==> src/hdl/rwcs_pkg.sv <==
`timescale 1ns / 1ps
package rwcs_pkg;

	localparam int TEX_SIZE_DEF   = 64;
	localparam int FACE_COUNT_DEF = 4;
	localparam int MAX_ROWS_DEF   = 2048;

	localparam int COS_ENTRIES = 1025;
	localparam int DIV_N       = 32;
	localparam int DIV_D       = 25;

	typedef enum logic [1:0] {
		CMD_TEXEL = 2'd0,
		CMD_RAY   = 2'd1,
		CMD_SHADE = 2'd2,
		CMD_NONE  = 2'd3
	} cmd_t;

	typedef enum logic [1:0] {
		KIND_CEIL  = 2'd0,
		KIND_WALL  = 2'd1,
		KIND_FLOOR = 2'd2
	} kind_t;

	typedef enum logic [2:0] {
		REG_CEIL   = 3'd0,
		REG_FLOOR  = 3'd1,
		REG_HEIGHT = 3'd2,
		REG_CENTER = 3'd3,
		REG_SCALE  = 3'd4
	} reg_idx_t;

	typedef enum logic [3:0] {
		ST_IDLE,
		ST_COS,
		ST_DIST,
		ST_DIVH,
		ST_WAITH,
		ST_DIVS,
		ST_WAITS,
		ST_EDGE,
		ST_SHMUL,
		ST_SHADDR,
		ST_OUT
	} st_t;

	typedef struct packed {
		logic [1:0]         cmd;
		logic [23:0]        ray_distance;
		logic signed [11:0] angle_offset;
		logic               is_vertical;
		logic [1:0]         face_lr;
		logic [1:0]         face_ud;
		logic [7:0]         wall_x_frac;
		logic [7:0]         wall_y_frac;
		logic [10:0]        row;
		logic [1:0]         tex_face;
		logic [11:0]        texel_index;
		logic [23:0]        texel_color;
	} req_t;

	typedef struct packed {
		logic [23:0] pixel_color;
		logic [1:0]  pixel_kind;
		logic [10:0] row_echo;
	} rsp_t;

	typedef struct packed {
		logic [2:0]  index;
		logic [23:0] value;
	} cfg_t;

	typedef logic [14:0] cos_tab_t [0:COS_ENTRIES-1];

	function automatic logic [14:0] quarter_cos(input int unsigned i);
		logic [63:0] x, x2, term, r;
		longint      sum;
		x = (64'hC90FDAA2 * 64'(i)) >> 11;
		x2 = (x * x) >> 30;
		term = 64'd1 << 30;
		sum = longint'(term);
		for (int k = 0; k < 12; k++) begin
			term = (term * x2) >> 30;
			term = term / 64'((2 * k + 1) * (2 * k + 2));
			if ((k % 2) == 0) begin
				sum = sum - longint'(term);
			end else begin
				sum = sum + longint'(term);
			end
		end
		if (sum < 0) begin
			return 15'd0;
		end
		r = (64'(sum) + 64'd32768) >> 16;
		return (r > 64'd16384) ? 15'd16384 : r[14:0];
	endfunction

	function automatic cos_tab_t build_cos();
		cos_tab_t t;
		for (int i = 0; i < COS_ENTRIES; i++) begin
			t[i] = quarter_cos(i);
		end
		return t;
	endfunction

endpackage

==> src/hdl/rwcs_div.sv <==
`timescale 1ns / 1ps
module rwcs_div (
	input  logic                          clk,
	input  logic                          arst_n,
	input  logic                          start,
	input  logic [rwcs_pkg::DIV_N-1:0]    dividend,
	input  logic [rwcs_pkg::DIV_D-1:0]    divisor,
	output logic                          done,
	output logic [rwcs_pkg::DIV_N-1:0]    quotient
);
	import rwcs_pkg::*;

	logic [DIV_D-1:0]         dvs_q;
	logic [DIV_N-1:0]         dvd_q;
	logic [DIV_D-1:0]         rem_q;
	logic [$clog2(DIV_N)-1:0] cnt_q;
	logic                     busy_q;
	logic [DIV_D:0]           trial;
	logic                     fits;

	assign trial = {rem_q, dvd_q[DIV_N-1]};
	assign fits = trial >= {1'b0, dvs_q};

	always_ff @(posedge clk or negedge arst_n) begin
		if (!arst_n) begin
			busy_q <= 1'b0;
			done   <= 1'b0;
			cnt_q  <= '0;
		end else begin
			done <= 1'b0;
			if (start) begin
				busy_q <= 1'b1;
				cnt_q  <= '0;
			end else if (busy_q) begin
				cnt_q <= cnt_q + 1'b1;
				if (cnt_q == $clog2(DIV_N)'(DIV_N - 1)) begin
					busy_q <= 1'b0;
					done   <= 1'b1;
				end
			end
		end
	end

	always_ff @(posedge clk) begin
		if (start) begin
			dvs_q    <= divisor;
			dvd_q    <= dividend;
			rem_q    <= '0;
			quotient <= '0;
		end else if (busy_q) begin
			rem_q    <= fits ? DIV_D'(trial - {1'b0, dvs_q}) : trial[DIV_D-1:0];
			dvd_q    <= {dvd_q[DIV_N-2:0], 1'b0};
			quotient <= {quotient[DIV_N-2:0], fits};
		end
	end
endmodule

==> config.mk <==
export PLATFORM = sky130hd
export DESIGN_NAME = rwcs_div
export DESIGN_NICKNAME = d
export VERILOG_FILES = /design/src/hdl/rwcs_pkg.sv /design/src/hdl/rwcs_div.sv
export SDC_FILE = /design/constraint.sdc
export NUM_CORES = 1
export LEC_CHECK = 0
export BUFFER_PORTS_ARGS = -buffer_cell sky130_fd_sc_hd__buf_4
export CORE_AREA = 2 2 122 172
export DETAILED_ROUTE_END_ITERATION = 8
export DIE_AREA = 0 0 124 174
export HOLD_SLACK_MARGIN = 0.03
export SLEW_MARGIN = 10
export SYNTH_ARGS = -nofsm -noshare
export SYNTH_HDL_FRONTEND = slang
export SYNTH_SLANG_ARGS = --single-unit
==> constraint.sdc <==
create_clock -name clk -period 3.2 [get_ports clk]
set_input_delay 0.16 -clock clk [delete_from_list [all_inputs] [get_ports clk]]
set_output_delay 0.16 -clock clk [all_outputs]
set_load 0.1 [all_outputs]
==> impl_metrics.csv, run 1 <==
group,metric,value,unit
power,power.total,6.272,mW
layout,design_area,8102,um^2
floorplan,die_h,174,um
yosys,synth_xor_area_frac,0.02288,
layout,layout.nets,797,
setup_path,reg2reg_to,"rem_q[2]",
yosys,synth-seq-cells,121,
floorplan,start_util,0.3037,
clock_tree,cts_made_buffers,17,
routing,drc,0,
setup_path,worst-r2r-setup-slack,0.18,ns
routing,vias,4692,
sta,drv_slew,0,
sta,min_period,3.019,ns
power,cellInternalPower,4.116,mW
setup_path,worstSetupStartpointType,"flop",
routing,avgViaCountPerCell,4.798,
power,seq_power_share,0.320,
setup_path,path_buf_inv,3,
power,clock_power_share,0.309,
sta,fin_ws,0.1811,ns
setup_path,critPathRequiredTime,3.49,ns
routing,detail-route-antenna-nets,0,
routing,drt_wl_total,13.87,mm
clock_tree,clkLatencyLatePin,0.41,ns
sta,tightest_slew,0.6587,ns
placed_design,place_area,7107,um^2
sta,skew,0.006963,ns
power,p_sw,2.155,mW
floorplan,rows,62,
global_routing,antenna_found_initial,0,
clock_tree,htree_levels,4,
setup_path,reg2reg_from,"dvd_q[31]",
setup_path,slowest_delay,0.45,ns
global_routing,overflow,0,
power,combPwrFrac,0.371,
setup_path,cpMostUsedCell,"inv_1",
routing,drtIter0Drc,180,
yosys,synthSimpleGateAreaFrac,0.1166,
setup_path,cp-endpoint,"rem_q[2]",
yosys,synth_top_cell_by_area,"edfxtp_1",
floorplan,ioPinCount,93,
setup_path,startpoint,"dvd_q[31]",
yosys,seq_area_frac_synth,0.4943,
placed_design,place_hpwl,9.691,mm
yosys,async_flop_share,0.05785,
yosys,ys_types,59,
setup_path,arrival,3.31,ns
power,power_density,774.2,nW/um^2
yosys,syn_inst,579,
run,drv_cap,0,
layout,syn_to_final_growth,32.25,%
yosys,yosysTopAreaCellShare,0.2794,
yosys,ys.flop_type,"edfxtp_1",
global_routing,grtUsageTotal,0.1377,
sta,rsz0062_at_grt,"yes",
global_routing,grt_max_degree,60,
layout,layout_common_cells,"102 x buf_4, 83 x nor2_1, 57 x edfxtp_1, 57 x dfxtp_1, 42 x mux2i_1",
sta,fin_crit_sh,0.9434,
floorplan,chipWidth,124,um
clock_tree,cts_root_buf,"clkbuf_16",
routing,detail_route.wl_per_cell,14.19,um
placed_design,place_ws,0.1108,ns
sta,fmax,331.2,MHz
yosys,synth-edff-count,57,
global_routing,first_global_vias,4846,
clock_tree,clockBufferDepth,2,
yosys,syn_area,6126,um^2
setup_path,path_cells,"inv_1 > ha_1 > inv_1 > fa_1 > a211oi_2 > o21ai_1 > a221oi_2 > o31ai_4 > nor2_4 > buf_4 > mux2_2 > mux2i_1 > nor2_1",
setup_path,critPathMaxFanout,3,
power,vdd_drop_max,0.3378,mV
setup_path,crit_cells,13,
power,p_sw_frac,0.3437,
layout,drive_gt1_frac,0.2576,
sta,hold_viol_final,0,
clock_tree,cts.sinks,121,
min_path,hp-class,"in2reg",
setup_path,crit_family,"compound AO/OA/AOI/OAI gates",
yosys,synth_nets,667,
placed_design,gp_congestion,0.8555,
power,p_leak,3.664,nW
layout,insertedDiodeCount,0,
yosys,synth_top_family_by_area,"multiplexers",
run_status,outcome,"finished, final reports clean",
yosys,ys_warn_count,0,
routing,dr.pass1.iters,4,
yosys,synth_area_leaders,"edfxtp_1 28%, dfxtp_1 19%, mux2i_1 6.9%",
setup_path,critPathKind,"reg2reg",
setup_path,cp-end-kind,"flop",
global_routing,grt_pass1_wl,23.46,mm
yosys,avgSynthCellArea,10.58,um^2
setup_path,reg2reg_depth,13,
layout,final_common_cell,"buf_4",
clock_tree,clk_pin_slew,0.06,ns
floorplan,die_area,21580,um^2
sta,finalSetupViolations,0,
clock_tree,cts_tree,"done",
sta,maxSlewHeadroom,0.5609,
yosys,synth.area.mux_share,0.1330,
placed_design,portBuffers,92,
yosys,synth_compound_area_frac,0.1324,
yosys,synth_adder_area_share,0.05842,
setup_path,cp_slowest_cell,"fa_1",
floorplan,core,20170,um^2
synth_stat cells, types with 3 or more instances:
library cell,instances
a22oi_1,4
nor3_1,10
ha_1,27
edfxtp_1,57
nand2b_1,5
nand4_1,4
or3_1,3
a211o_1,4
a21oi_1,34
nor4_1,3
o21ai_0,16
a31oi_1,3
nand3_1,7
o21ai_1,3
dfrtp_1,7
dfxtp_1,57
clkbuf_1,21
o211ai_1,4
and3_1,3
a211oi_1,16
mux2_2,35
buf_2,3
nand2_1,21
a21o_1,9
and2_1,3
nor2_1,83
a311oi_1,4
o21bai_1,5
mux2i_1,42
xor2_1,7
xnor2_1,9
inv_1,35
o21a_1,3
cells by family after synthesis:
family          count (synthesis)
simple gates                  154
buf+inv                        65
fa+ha+maj                      28
mux                            77
flops                         121
xor+xnor                       16
compound gates                118
area by class of cell:
class | instances | area (um^2)
inverter | 37 | 138.9
sequential | 121 | 3032
fill | 1974 | 12070
tap | 256 | 320.3
clock buffer | 21 | 504.2
clock inverter | 11 | 105.1
timing repair buffer | 139 | 1156
multi-input combinational | 393 | 2845
registers in the layout, indices dropped and copies added, names as in the netlist:
signal    flops
dvs_q        25
quotient     32
cnt_q         5
done          1
dvd_q        32
rem_q        25
busy_q        1
worst min-delay path by stage:
stage	slack [ns]	endpoint	from	cells past startpoint
6_report	0.05	dvd_q[2]	dividend[2]	2
5_1_grt	0.03	dvd_q[17]	dividend[17]	2
4_1_cts	0.03	dvd_q[2]	dividend[2]	2
3_5_place_dp	-0.02	done	arst_n	1
3_3_place_gp	-0.02	done	arst_n	1
2_1_floorplan	-0.14	busy_q	arst_n	0
metrics by stage:
step	utilization	setup TNS [ns]	cells	hold slack, ns
after floorplan	-	0	579	-0.1356
after global placement	0.3524	0	909	-0.02092
after detailed placement	0.3524	0	909	-0.02147
after CTS	0.3999	0	976	0.03009
after global routing	0.4017	-0.04435	978	0.03481
final	0.4017	0	978	0.04543
per-layer routing:
| metal | vias to the layer above | GRT usage | part of all wire |
|---|---|---|---|
| met5 | - | 0 | 0 |
| met1 | 2228 | 0.1508 | 0.40 |
| met4 | 0 | 0.06648 | 0.029 |
| met3 | 34 | 0.03642 | 0.040 |
| met2 | 81 | 0.2418 | 0.53 |
| li1 | 2349 | - | - |
power groups by stage:
stage | registers [mW] | logic (mW) | clock network (mW)
2_1_floorplan | 2.04 | 1.66 | 0
3_3_place_gp | 2.04 | 2.20 | 0
3_5_place_dp | 2.04 | 2.22 | 0
4_1_cts | 2.01 | 2.27 | 2.00
5_1_grt | 2.04 | 2.58 | 2.05
6_report | 2.01 | 2.33 | 1.94
what timing repair did:
| item | CTS | global route |
|---|---|---|
| gates resized for setup | 0 | 1 |
| endpoints found under the setup margin | 0 | 18 |
| hold endpoints to repair | 41 | 0 |
| hold buffers | 35 | 0 |
| buffers inserted | 0 | 2 |
Power figures use the tool's default switching activity.
==> inputs of run 2 (changes only) <==
--- a/config.mk
+++ b/config.mk
@@ -10,6 +10,7 @@
 export DETAILED_ROUTE_END_ITERATION = 8
 export DIE_AREA = 0 0 124 174
 export HOLD_SLACK_MARGIN = 0.03
+export RECOVER_POWER = 50
 export SLEW_MARGIN = 10
 export SYNTH_ARGS = -nofsm -noshare
 export SYNTH_HDL_FRONTEND = slang
==> run 2 against run 1 <==
Die area is the same. Final cell count is the same. Via count grew 0.19%. Utilization shrank 0.39 points. Largest power group unchanged. Clock-buffer cell count is the same. Final area shrank 0.97%. Sequential share of layout area grew 0.37 points. Critical path depth is the same. Worst setup slack lost 0.0013 ns. Register-to-register slack is essentially flat.
==> impl_metrics.csv, run 2 (synthesis results as in run 1) <==
group,metric,value,unit
run_status,outcome,"finished, final reports clean",
layout,syn_to_final_growth,30.96,%
global_routing,grt_max_degree,60,
setup_path,reg2reg_to,"rem_q[2]",
sta,tightest_slew,1.292,ns
floorplan,die_area,21580,um^2
setup_path,critPathMaxFanout,3,
routing,detail_route.wl_per_cell,14.13,um
setup_path,reg2reg_depth,13,
layout,layout.nets,797,
sta,min_period,3.020,ns
sta,fmax,331.1,MHz
routing,drc,0,
routing,drt_wl_total,13.82,mm
placed_design,gp_congestion,0.8555,
placed_design,dpl.cell_count,909,
min_path,hold_start,"dividend[2]",
setup_path,critPathKind,"reg2reg",
global_routing,grt_pass1_wl,23.46,mm
global_routing,overflow,0,
setup_path,arrival,3.31,ns
setup_path,cp-end-kind,"flop",
clock_tree,cts_root_buf,"clkbuf_16",
run,drv_cap,0,
routing,avgViaCountPerCell,4.807,
placed_design,portBuffers,92,
clock_tree,cts_tree,"done",
clock_tree,clkLatencyLatePin,0.42,ns
setup_path,worstSetupStartpointType,"flop",
min_path,hp-class,"in2reg",
setup_path,worst-r2r-setup-slack,0.18,ns
floorplan,chipWidth,124,um
sta,finalSetupViolations,0,
routing,detail-route-antenna-nets,0,
sta,maxSlewHeadroom,0.1389,
floorplan,core,20170,um^2
layout,final_util,0.3978,
global_routing,antenna_found_initial,0,
layout,final_common_cell,"nor2_1",
routing,vias,4701,
setup_path,reg2reg_from,"dvd_q[31]",
routing,drtIter0Drc,188,
sta,rsz0062_at_grt,"yes",
global_routing,first_global_vias,4846,
routing,dr.pass1.iters,5,
sta,holdWs,0.04525,ns
setup_path,critPathRequiredTime,3.49,ns
floorplan,rows,62,
clock_tree,clockBufferDepth,2,
power,p_leak,3.570,nW
layout,layout.cells.non_filler,978,
layout,layout_common_cells,"83 x nor2_1, 57 x edfxtp_1, 57 x dfxtp_1",
sta,hold_viol_final,0,
clock_tree,htree_levels,4,
power,vdd_drop_max,0.3380,mV
floorplan,die_h,174,um
min_path,worstHoldEndpoint,"dvd_q[2]",
clock_tree,clk_pin_slew,0.06,ns
floorplan,ioPinCount,93,
layout,drive_gt1_frac,0.2285,
layout,insertedDiodeCount,0,
clock_tree,cts.sinks,121,
sta,drv_slew,0,
global_routing,grtUsageTotal,0.1377,
sta,fin_crit_sh,0.9438,
power,power_density,781.1,nW/um^2
sta,skew,0.008046,ns
clock_tree,cts_made_buffers,17,
layout,top_regs,"dvd_q x32, quotient x32",
min_path,whs_path_depth,2,
placed_design,place_hpwl,9.691,mm
floorplan,start_util,0.3037,
## run 2: changes by cell type in the layout (fill, tap and decap cells not counted), sizes merged
cell,previous run,this run
buf,104,58
clkbuf,21,67
## run 2: report_power, final
group | switching, mW | leakage (nW) | internal, mW
clock network | 0.727 | 0.304 | 1.21
registers | 0.156 | 1.14 | 1.85
logic | 1.27 | 2.13 | 1.04
total | 2.16 | 3.57 | 4.11
## run 2: worst max-delay path by stage
stage | startpoint | end | slack [ns] | depth (start not counted)
global placement | dvd_q[31] | rem_q[1] | 0.20 | 12
finish | dvd_q[31] | rem_q[2] | 0.18 | 13
global route | dvd_q[31] | rem_q[2] | -0.04 | 13
floorplan | dvd_q[31] | rem_q[20] | 0.50 | 12
CTS | dvd_q[31] | rem_q[16] | 0.07 | 12
detailed placement | dvd_q[31] | rem_q[1] | 0.11 | 12
## run 2: stage by stage
step	area, um^2	TNS [ns]	total power, mW	setup WS [ns]
6_report	8023	0	6.267	0.1798
5_1_grt	8023	-0.04435	6.666	-0.04435
4_1_cts	8066	0	6.275	0.06762
3_5_place_dp	7107	0	4.254	0.1108
3_3_place_gp	7107	0	4.242	0.2032
2_1_floorplan	6126	0	3.705	0.4993
## run 2: layout make-up
| type | count | area [um^2] |
|---|---|---|
| clock buffer | 21 | 504.2 |
| inverter | 37 | 138.9 |
| tap | 256 | 320.3 |
| sequential | 121 | 3032 |
| fill | 1981 | 12150 |
| timing repair buffer | 139 | 1077 |
| multi-input combinational | 393 | 2845 |
| clock inverter | 11 | 105.1 |
## run 2: critical path, stage by stage (launching register included)
cell and delay (ns):
edfxtp_1 0.38, inv_1 0.07, ha_1 0.15, inv_1 0.06, fa_1 0.45, a211oi_2 0.32
o21ai_1 0.15, a221oi_2 0.37, o31ai_4 0.14, nor2_4 0.16, buf_4 0.14, mux2_2 0.32
mux2i_1 0.13, nor2_1 0.05
## run 2: what timing repair did
item                                    4_1_cts  5_1_grt
hold buffers                                 35        0
resized for setup                             0        1
setup buffers                                 0        2
endpoints found under the hold margin        41        0
endpoints found under the setup margin        0       18
## run 2: routing by layer
metal,up-vias,global-route usage,wire (um)
met5,-,0,0
met4,0,0.06648,404
met3,35,0.03642,560
met2,93,0.2418,7266
met1,2225,0.1508,5592
li1,2348,-,-
